<file path="src/hdl/bdq_pkg.sv">
`timescale 1ns / 1ps
// ----------------------------------------------------------------------------
// bdq_pkg: shared types and constants of the bounded deque
// Holds the payload structs, operation and status codes, and the
// controller/datapath command and status groups.
// ----------------------------------------------------------------------------
package bdq_pkg;

  localparam int unsigned DEPTH_DEF = 16;

  localparam logic [2:0] OP_PUSH_FRONT = 3'd0;
  localparam logic [2:0] OP_PUSH_BACK  = 3'd1;
  localparam logic [2:0] OP_POP_FRONT  = 3'd2;
  localparam logic [2:0] OP_POP_BACK   = 3'd3;
  localparam logic [2:0] OP_DUMP       = 3'd4;

  localparam logic [1:0] ST_OK        = 2'd0;
  localparam logic [1:0] ST_OVERFLOW  = 2'd1;
  localparam logic [1:0] ST_UNDERFLOW = 2'd2;

  typedef struct packed {
    logic [2:0]         operation;
    logic signed [31:0] push_value;
  } in_t;

  typedef struct packed {
    logic signed [31:0] entry_value;
    logic [1:0]         status;
    logic               last_result;
  } out_t;

  // controller -> datapath
  typedef struct packed {
    logic op_en;       // apply a single-result transaction and load its result
    logic dump_start;  // latch walk pointer/count, read the front entry
    logic dump_emit;   // load one dumped entry, advance the walk
  } bdq_cmd_t;

  // datapath -> controller
  typedef struct packed {
    logic empty;
    logic dump_last;   // the entry now read is the back entry
  } bdq_sts_t;

endpackage

</file>
<file path="src/hdl/bounded_deque_with_dump.sv">
`timescale 1ns / 1ps
// ----------------------------------------------------------------------------
// bounded_deque_with_dump: bounded double-ended queue with ordered dump
// Ring of DEPTH signed 32-bit entries; push/pop at either end, dump walks
// the entries front to back and flags the last one.
// ----------------------------------------------------------------------------
//
//   channel   ports                         payload  meaning
//   --------  ----------------------------  -------  -------------------------
//   input     in_valid / in_ready / in_data  in_t    one operation per item
//   result    out_valid/ out_ready/ out_data out_t   status, dumped entries
//
// Results: push, pop, unused codes and a dump of an empty store each give one
// result. A dump of N entries first issues the read of the front entry from the
// registered-read store, then gives one entry per cycle while the result side
// keeps up.
// Reset: synchronous on rst_n low; clears count, front pointer and control.
// Stalls: a held result (out_ready low) blocks new input and freezes the dump
// walk; the result register lets the next item in as the current one leaves.
// ----------------------------------------------------------------------------
module bounded_deque_with_dump #(
  parameter int unsigned DEPTH = bdq_pkg::DEPTH_DEF
) (
  input  logic          clk,
  input  logic          rst_n,
  input  logic          in_valid,
  output logic          in_ready,
  input  bdq_pkg::in_t  in_data,
  output logic          out_valid,
  input  logic          out_ready,
  output bdq_pkg::out_t out_data
);
  import bdq_pkg::*;

  bdq_cmd_t cmd;
  bdq_sts_t sts;

  // Controller: decide per transaction, walk the dump one entry at a time.
  bdq_ctl u_ctl (
    .clk       (clk),
    .rst_n     (rst_n),
    .in_valid  (in_valid),
    .in_ready  (in_ready),
    .operation (in_data.operation),
    .out_valid (out_valid),
    .out_ready (out_ready),
    .sts       (sts),
    .cmd       (cmd)
  );

  // Datapath: ring store, pointers, result register.
  bdq_dp #(
    .DEPTH (DEPTH)
  ) u_dp (
    .clk      (clk),
    .rst_n    (rst_n),
    .cmd      (cmd),
    .in_data  (in_data),
    .sts      (sts),
    .out_data (out_data)
  );

`ifndef SYNTHESIS
  // Only dumped entries may leave a result open (last_result low).
  a_open_only_ok: assert property (@(posedge clk) disable iff (!rst_n)
    out_valid && !out_data.last_result |-> out_data.status == ST_OK)
    else $error("non-final result with error status");

  // Error results carry no entry and always close the transaction.
  a_err_closed: assert property (@(posedge clk) disable iff (!rst_n)
    out_valid && out_data.status != ST_OK |->
      out_data.entry_value == '0 && out_data.last_result)
    else $error("error result with payload or open transaction");

  // A dump of a non-empty store blocks input on the next cycle.
  a_dump_blocks: assert property (@(posedge clk) disable iff (!rst_n)
    in_valid && in_ready && in_data.operation == OP_DUMP && !sts.empty
      |=> !in_ready)
    else $error("input taken during dump walk");
`endif

endmodule

</file>
<file path="src/hdl/bdq_dp.sv">
`timescale 1ns / 1ps
// ----------------------------------------------------------------------------
// bdq_dp: deque datapath
// Ring store, front pointer, entry count, dump walk and result register.
// ----------------------------------------------------------------------------
module bdq_dp #(
  parameter int unsigned DEPTH = bdq_pkg::DEPTH_DEF
) (
  input  logic              clk,
  input  logic              rst_n,
  input  bdq_pkg::bdq_cmd_t cmd,
  input  bdq_pkg::in_t      in_data,
  output bdq_pkg::bdq_sts_t sts,
  output bdq_pkg::out_t     out_data
);
  import bdq_pkg::*;

  localparam int unsigned IDXW = $clog2(DEPTH);
  localparam int unsigned CNTW = $clog2(DEPTH + 1);

  logic signed [31:0] mem [DEPTH];
  logic signed [31:0] rd_data_r;

  logic [IDXW-1:0] front_r, front_nxt;
  logic [CNTW-1:0] count_r, count_nxt;
  logic [IDXW-1:0] slot_r, slot_nxt;
  logic [CNTW-1:0] rem_r, rem_nxt;
  out_t            out_r, out_nxt;

  logic            full;
  logic            empty;
  logic [IDXW-1:0] front_dec;
  logic [IDXW-1:0] slot_inc;
  logic [IDXW:0]   back_sum;
  logic [IDXW-1:0] back_slot;
  logic            we;
  logic [IDXW-1:0] wr_addr;
  logic            re;
  logic [IDXW-1:0] rd_addr;

  assign full  = (count_r == CNTW'(DEPTH));
  assign empty = (count_r == '0);

  assign front_dec = (front_r == '0) ? IDXW'(DEPTH - 1) : front_r - 1'b1;
  assign slot_inc  = (slot_r == IDXW'(DEPTH - 1)) ? '0 : slot_r + 1'b1;

  // Slot just past the back entry; count < DEPTH here, so one wrap suffices.
  assign back_sum  = {1'b0, front_r} + (IDXW + 1)'(count_r);
  assign back_slot = (back_sum >= (IDXW + 1)'(DEPTH)) ?
                     IDXW'(back_sum - (IDXW + 1)'(DEPTH)) : back_sum[IDXW-1:0];

  always_comb begin
    front_nxt = front_r;
    count_nxt = count_r;
    slot_nxt  = slot_r;
    rem_nxt   = rem_r;
    out_nxt   = out_r;
    we        = 1'b0;
    wr_addr   = back_slot;
    re        = 1'b0;
    rd_addr   = front_r;

    if (cmd.op_en) begin
      out_nxt.entry_value = '0;
      out_nxt.status      = ST_OK;
      out_nxt.last_result = 1'b1;
      case (in_data.operation)
        OP_PUSH_FRONT: begin
          if (full) begin
            out_nxt.status = ST_OVERFLOW;
          end else begin
            front_nxt = front_dec;
            wr_addr   = front_dec;
            we        = 1'b1;
            count_nxt = count_r + 1'b1;
          end
        end
        OP_PUSH_BACK: begin
          if (full) begin
            out_nxt.status = ST_OVERFLOW;
          end else begin
            wr_addr   = back_slot;
            we        = 1'b1;
            count_nxt = count_r + 1'b1;
          end
        end
        OP_POP_FRONT: begin
          if (empty) begin
            out_nxt.status = ST_UNDERFLOW;
          end else begin
            front_nxt = (front_r == IDXW'(DEPTH - 1)) ? '0 : front_r + 1'b1;
            count_nxt = count_r - 1'b1;
          end
        end
        OP_POP_BACK: begin
          if (empty) begin
            out_nxt.status = ST_UNDERFLOW;
          end else begin
            count_nxt = count_r - 1'b1;
          end
        end
        OP_DUMP: begin
          // only an empty store dumps through here
          out_nxt.status = ST_UNDERFLOW;
        end
        default: begin
          out_nxt.status = ST_OK;
        end
      endcase
    end

    if (cmd.dump_start) begin
      slot_nxt = front_r;
      rem_nxt  = count_r;
      rd_addr  = front_r;
      re       = 1'b1;
    end

    if (cmd.dump_emit) begin
      out_nxt.entry_value = rd_data_r;
      out_nxt.status      = ST_OK;
      out_nxt.last_result = (rem_r == CNTW'(1));
      slot_nxt            = slot_inc;
      rem_nxt             = rem_r - 1'b1;
      rd_addr             = slot_inc;
      re                  = 1'b1;
    end
  end

  always_ff @(posedge clk) begin
    if (!rst_n) begin
      front_r <= '0;
      count_r <= '0;
      slot_r  <= '0;
      rem_r   <= '0;
    end else begin
      front_r <= front_nxt;
      count_r <= count_nxt;
      slot_r  <= slot_nxt;
      rem_r   <= rem_nxt;
    end
  end

  always_ff @(posedge clk) begin
    out_r <= out_nxt;
  end

  // ring store: one write port, one registered read port
  always_ff @(posedge clk) begin
    if (we) begin
      mem[wr_addr] <= in_data.push_value;
    end
    if (re) begin
      rd_data_r <= mem[rd_addr];
    end
  end

  assign sts.empty     = empty;
  assign sts.dump_last = (rem_r == CNTW'(1));
  assign out_data      = out_r;

endmodule

</file>
<file path="src/hdl/bdq_ctl.sv">
`timescale 1ns / 1ps
// ----------------------------------------------------------------------------
// bdq_ctl: deque controller
// Sequences single-result transactions and the dump walk, owns both handshakes.
// ----------------------------------------------------------------------------
module bdq_ctl (
  input  logic              clk,
  input  logic              rst_n,
  input  logic              in_valid,
  output logic              in_ready,
  input  logic [2:0]        operation,
  output logic              out_valid,
  input  logic              out_ready,
  input  bdq_pkg::bdq_sts_t sts,
  output bdq_pkg::bdq_cmd_t cmd
);
  import bdq_pkg::*;

  localparam logic S_IDLE = 1'b0;
  localparam logic S_DUMP = 1'b1;

  logic state_r, state_nxt;
  logic out_valid_r, out_valid_nxt;
  logic out_free;
  logic accept;

  assign out_free = !out_valid_r || out_ready;
  assign in_ready = (state_r == S_IDLE) && out_free;
  assign accept   = in_valid && in_ready;

  always_comb begin
    state_nxt      = state_r;
    out_valid_nxt  = out_valid_r && !out_ready;
    cmd.op_en      = 1'b0;
    cmd.dump_start = 1'b0;
    cmd.dump_emit  = 1'b0;

    unique case (state_r)
      S_IDLE: begin
        if (accept) begin
          if (operation == OP_DUMP && !sts.empty) begin
            cmd.dump_start = 1'b1;
            state_nxt      = S_DUMP;
          end else begin
            cmd.op_en     = 1'b1;
            out_valid_nxt = 1'b1;
          end
        end
      end
      S_DUMP: begin
        if (out_free) begin
          cmd.dump_emit = 1'b1;
          out_valid_nxt = 1'b1;
          if (sts.dump_last) begin
            state_nxt = S_IDLE;
          end
        end
      end
      default: begin
        state_nxt = S_IDLE;
      end
    endcase
  end

  always_ff @(posedge clk) begin
    if (!rst_n) begin
      state_r     <= S_IDLE;
      out_valid_r <= 1'b0;
    end else begin
      state_r     <= state_nxt;
      out_valid_r <= out_valid_nxt;
    end
  end

  assign out_valid = out_valid_r;

endmodule
</file>
<file path="config.mk">
export PLATFORM = sky130hd
export DESIGN_NAME = bounded_deque_with_dump
export DESIGN_NICKNAME = d
export VERILOG_FILES = /design/src/hdl/bdq_pkg.sv /design/src/hdl/bounded_deque_with_dump.sv /design/src/hdl/bdq_dp.sv /design/src/hdl/bdq_ctl.sv
export SDC_FILE = /design/constraint.sdc
export NUM_CORES = 1
export LEC_CHECK = 0
export ABC_AREA = 1
export BUFFER_PORTS_ARGS = -buffer_cell sky130_fd_sc_hd__buf_2
export CAP_MARGIN = 10
export CORE_ASPECT_RATIO = 1.1
export CORE_MARGIN = 4
export CORE_UTILIZATION = 40
export DETAILED_ROUTE_END_ITERATION = 7
export GPL_TIMING_DRIVEN = 0
export PLACE_DENSITY = 0.6
export SKIP_LAST_GASP = 1
export SLEW_MARGIN = 10
export SYNTH_ARGS = -nofsm -noshare
export SYNTH_HDL_FRONTEND = slang
export SYNTH_SLANG_ARGS = --single-unit
</file>
<file path="constraint.sdc">
create_clock -name clk -period 8.7 [get_ports clk]
set_input_delay 0.87 -clock clk [delete_from_list [all_inputs] [get_ports clk]]
set_output_delay 0.87 -clock clk [all_outputs]
set_load 0.01 [all_outputs]
</file>
After elaboration in Yosys (flattened, before gate mapping)

Memories as Yosys holds them, arrays and structs flattened. A register that Yosys moved wholly into a read port is not among the register bits.
Cells that the tools add are included.

Word-level logic and storage cells: 95
Bits in registers: 55
Bits in writable memories: 512
Memories kept: 1
Input port bits: 39

Memory list:

| name     | depth | width | rd ports | clocked after memory_dff | write ports | line         | text |
|---|---|---|---|---|---|---|---|
| u_dp.mem | 16    | 32    | 1        | 1                        | 1           | bdq_dp.sv:21 | `logic signed [31:0] mem [DEPTH];` |

Bitwise logic cells: 1
Equal/unequal tests: 12
$add $sub $neg: 8
Mux-type cells: 44
Magnitude comparators: 1
Reductions and logical operators: 19

Operator list:

| cell                                                                   | number |
|---|---|
| 35-bit 2-to-1 mux                                                      | 2 |
| 4-bit 2-to-1 mux                                                       | 12 |
| 5-bit 2-to-1 mux                                                       | 4 |
| 1-bit 2-to-1 mux                                                       | 18 |
| 5-bit case mux with 2 select lines                                     | 1 |
| 5-bit by 1-bit subtractor with 5-bit output (second input constant)    | 2 |
| 4-bit by 1-bit adder with 4-bit output (second input constant)         | 2 |
| 4-bit equality test (second input constant)                            | 2 |
| 2-bit != test (second input constant)                                  | 4 |
| 4-bit case mux with 2 select lines                                     | 1 |
| 4-bit AND reduction                                                    | 2 |
| 2-bit nonzero test                                                     | 4 |
| 4-bit by 1-bit subtractor with 4-bit output (second input constant)    | 2 |
| 3-bit by 2-bit equality test with 1-bit output (second input constant) | 2 |
| 2-bit 2-to-1 mux                                                       | 3 |
| 2-bit case mux with 3 select lines                                     | 1 |
| 4-bit by 5-bit adder with 5-bit output                                 | 1 |
| 5-bit by 1-bit adder with 5-bit output (second input constant)         | 1 |
| 5-bit by 1-bit equality test with 1-bit output (second input constant) | 1 |
| 5-bit equality test (second input constant)                            | 1 |
| 5-bit greater-or-equal comparator (second input constant)              | 1 |
| 5-bit logical NOT                                                      | 1 |
| 1-bit logical AND                                                      | 4 |
| 4-bit logical NOT                                                      | 1 |
| other kinds (8)                                                        | 12 |

Depth between registers and ports, before layout

Depth in word-level cells: 9
Mapped depth: 13
Depth with buffers taken out: 11

Cells and area by module

Synthesis repeated with hierarchy kept, for this count alone.

Cells, all modules: 2565
Area total of the unflattened synthesis: 26302.7 um2

By module, submodules not included:

| module  | cells an instance | seq. area each (um2) | area each (um2) | instances |
|---|---|---|---|---|
| bdq_dp  | 2544              | 17727.0              | 26140.1         | 1 |
| bdq_ctl | 21                | 40.0                 | 162.7           | 1 |

Worst setup path after synthesis

No wires, ideal clock.

Path type: input -> register
Start point: in out_ready
End point: mem u_dp.mem[0][0] (enable)
Cell stages on the path: 11
Library setup time: 421 ps
Slack: 5049 ps
Buffers on the path: 1
Arrival time: 3230 ps
Cells stage by stage: inv_2 nand2_1 nand2_1 nor2_2 nand4_1 buf_4 nand2_1 inv_1 nor2_1 nand3_1 nor2_1

Longest elaborated chain between the ends: 8
Elaborated cells between the ends (all ways): 9

Ends and longest elaborated chain:

| item                                   | line                          | text |
|---|---|---|
| from (decl)                            | bounded_deque_with_dump.sv:30 | `input logic out_ready,` |
| 1-bit logical OR (*)                   | bdq_ctl.sv:27                 | `assign out_free = !out_valid_r \|\| out_ready;` |
| 1-bit logical AND (*)                  | bdq_ctl.sv:28                 | `assign in_ready = (state_r == S_IDLE) && out_free;` |
| 1-bit logical AND (*)                  | bdq_ctl.sv:29                 | `assign accept = in_valid && in_ready;` |
| 2-bit 2-to-1 mux (*)                   | bdq_ctl.sv:40                 | `if (accept) begin` |
| 2-bit 2-to-1 mux (*)                   | bdq_ctl.sv:38                 | `unique case (state_r)` |
| 1-bit 2-to-1 mux                       | bdq_dp.sv:63                  | `if (cmd.op_en) begin` |
| 1-bit 2-to-1 mux                       | bdq_dp.sv:150                 | `if (we) begin` |
| 1-bit 2-to-1 mux (not written as such) | bdq_dp.sv:151                 | `mem[wr_addr] <= in_data.push_value;` |
| to (decl)                              | bdq_dp.sv:21                  |  |

Mark *: on every way between the ends. The rest lies on a longest branch, timed or not.

Final worst setup path

Start point: reg u_dp.count_r[0]
End point: mem u_dp.mem[4][11] (enable)

Longest elaborated chain between the ends: 9
Elaborated cells between the ends (all ways): 19

Ends and longest elaborated chain:

| item                                                                                           | line          | text |
|---|---|---|
| from (decl)                                                                                    | bdq_dp.sv:25  | `logic [CNTW-1:0] count_r, count_nxt;` |
| from (signal assigned)                                                                         | bdq_dp.sv:138 | `count_r <= count_nxt;` |
| parallel branches: the longest is 9 deep, another holds 4-bit by 5-bit adder with 5-bit output | n/a           |  |

Several ways; the timed one is not identified.

==> results.md <==
* Tcrit/Tclk final at 38.84%
* P_leak at between 10 and 15 nW
* DRC errors left at 0
* H-tree levels at 2
* Drt wl/cell at approximately 22 µm
* Slowest cell delay on critical path at between 0.7 and 0.8 ns
* CP most frequent cell: inv_1
* Slew Limit Fails at 0
* Worst path arrival time at about 3.7 ns
* Synth Flop Type: edfxtp_1
* Commonest non-fill, non-tap cells in the layout: nand3_1, edfxtp_1, nand2_1
* Post-Synthesis Cells at ~2400
* Ant diodes at 0
* Post-synth cell types at 30
* Die area at approximately 0.069 mm²
* Clk sink count at 599
* Final antenna-violating net count at 0
* Clock latency on the worst-skew pair at 0.64 ns
* Max Cap Viol at 0
* Crit Path Max Fanout at 17
* Final WS setup at between 5 and 6 ns
* # hold bufs at CTS at 0
* Routed via count at ~18000
* Slowest-stage cell, CP: nor2_4
* Flop2flop setup slack at ~5.3 ns
* Routed WL at between 70000 and 80000 µm
* Fin. Hold Viols at 0
* Layout cell share with drive strength beyond 1 at between 10% and 20%
* Fin crit period at between 3 and 4 ns
* Antenna violations before repair at 0
* Largest net degree at the start of global routing at 42
* Peak VDD IR at around 0.16 mV
* Hpwl dp at slightly above 50000 µm
* Post-synth ARST share at 0%
* Syn nets at ~2500
* Min-Delay Path Class: flop to flop
* Syn Area/Cell at ~11 µm²
* Status: complete, no violations
* R2r startpoint: u_dp.count_r[0]
* Sequential share of the synthesized area at around two thirds
* Clock root cell: clkbuf_16
* WS Path Type: flop to flop
* Endpoint, Worst Hold: u_dp.rem_r[4]
* Die Wd at about 250 µm
* Slew at the pin closest to its max-slew limit at approximately 1.2 ns
* Input/output buffers at 75
* Setup TNS at 0 ns
* Worst Hold Depth at 2
* Crit. End Element: flop
* Vias per inst at around 5.3
* Worst path cell trace: ha_1, inv_1, fa_1, xor2_1, inv_1, nand2_1, o21ai_0, nand3_1, nor2_4, buf_16
* Post-synth EDFFs at 577
* Req. time, crit path at 9.03 ns
* Storage element area at roughly 0.018 mm²
* # IOs at 76
* Yosys Warn Count at 0
* Pre-CTS setup slack at just under 5 ns
* Vias in the first global route at 17600
* Critical R2R Capture: u_dp.mem[4][11]
* Hold_sp: u_dp.rem_r[4]
* Commonest non-fill, non-tap cell in the layout: nand3_1
* Netlist Area Pre-Place at 0.02612 mm²
* Worst-path clk slew at 0.06 ns
* Worst Reg2Reg Path Length in Cells at 10
* Fillers at just under 6000
* Pwr dens at 217.9 mW/mm²
* First-pass GRT wire length at 113500 µm
* Rel. slew slack at 22.20%
* RSZ-0062 raised after global routing: no
* TritonCTS clock tree: built
* Final Skew at ~0.017 ns
* Initial core utilization at about two fifths
* GPL Wtd Cong at roughly 0.87
* Crit path max-delay family: simple AND/OR/NAND/NOR gates
* Multi-input combinational cell area at about 0.0063 mm²
* Fin util at between 40 and 50%
* Nets@finish at roughly 2600
* Max Freq at slightly below 300 MHz
* Layout area overhead at 15.31%
* Setup crit start kind: flop
* CORE AREA at roughly 0.065 mm²
* GRT Overall Usage at a little over a fifth
* Pre-antenna DRT Iters at 8
* CTS Buf Count at 60
* DR iter-0 viols at 1978
* Floorplan row count at 98
* CTS max path bufs at 3
* Final setup fails at 0
* Post-CTS Setup Inserts at 0
* Die height at 276.0 µm
* Total gr overflow at 0
* Post-CTS resize count at 0
* WP buf/inv at 3
* Synth Register Bits at approximately 600
cell usage after synthesis (4+ instances only):
master	instances	area share [%]
xnor2_1	5	0.17
nand2_1	465	6.7
clkbuf_1	30	0.43
xor2_1	9	0.30
inv_1	389	5.6
nand3b_1	65	1.9
buf_4	24	0.69
nor2_1	76	1.1
edfxtp_1	577	66
nand3_1	596	11
o21ai_0	29	0.56
buf_1	21	0.30
o21ai_1	4	0.077
a21oi_1	19	0.36
ha_1	11	0.53
buf_2	63	1.2
dfxtp_1	22	1.7
worst min-delay path, stage by stage, from the launching register on:
cell and delay, ns:
dfxtp_1 0.31, nand2_1 0.06, a21oi_1 0.06
metal layers:
layer	GRT usage, %	routed length [µm]	up-vias
met2	35.70	36720	921
met1	29.06	30930	8865
met3	3.010	6406	210
met5	0	0	-
met4	9.774	3772	0
li1	-	-	8466
layout make-up:
class,instances,area share (%)
clock inverters,42,1.578
repair buffers,92,2.525
flip-flops and latches,599,58.98
multi-input cells,1296,20.91
clock buffers,69,5.238
inverters,392,4.885
well taps,850,3.530
plain buffers,140,2.355
where the power goes:
group	switching [mW]	internal (mW)
sequential	0.0165	3.22
combinational	0.445	0.167
clock	1.13	1.59
total	1.59	4.98
worst max-delay path by stage:
stage / from / endpoint / slack, ns / depth (start not counted)
2_1_floorplan: out_ready / u_dp.mem[0][0] / 5.05 / 11
3_3_place_gp: out_ready / u_dp.mem[8][22] / 3.00 / 12
3_5_place_dp: out_ready / u_dp.out_data[15] / 4.95 / 9
4_1_cts: u_dp.count_r[0] / u_dp.mem[4][11] / 5.35 / 10
5_1_grt: u_dp.count_r[0] / u_dp.mem[4][11] / 5.17 / 10
6_report: u_dp.count_r[0] / u_dp.mem[4][11] / 5.32 / 10
sequential cells by signal, summed over array words and instances, names as in the netlist:
| name | count |
|---|---|
| u_ctl.state_r | 1 |
| u_dp.out_data | 35 |
| u_dp.rd_data_r | 32 |
| u_ctl.out_valid | 1 |
| u_dp.count_r | 5 |
| u_dp.mem | 512 |
| u_dp.rem_r | 5 |
| u_dp.front_r | 4 |
| u_dp.slot_r | 4 |
stage by stage:
stage	hold slack, ns	std cells	total power [mW]	area [µm²]
3_3_place_gp	0.4587	3352	3.876	27560
4_1_cts	0.4678	3480	6.588	30120
5_1_grt	0.4964	3480	6.763	30120
2_1_floorplan	0.4444	2427	3.635	26120
6_report	0.4683	3480	6.564	30120
3_5_place_dp	0.4583	3369	3.903	28070
kinds of logic (layout without fill, tap and decap cells):
group                    Yosys count  count (layout)  share of synthesized area [%]
AND/OR/NAND/NOR                 1212            1212                          21.32
adder cells (fa/ha/maj)           13              13                         0.6801
buffers and inverters            532             735                          8.348
flip-flops                       599             599                          68.01
XOR/XNOR                          14              14                         0.4694
AO/OA/AOI/OAI                     57              57                          1.169
(Power assumes the default switching activity.)
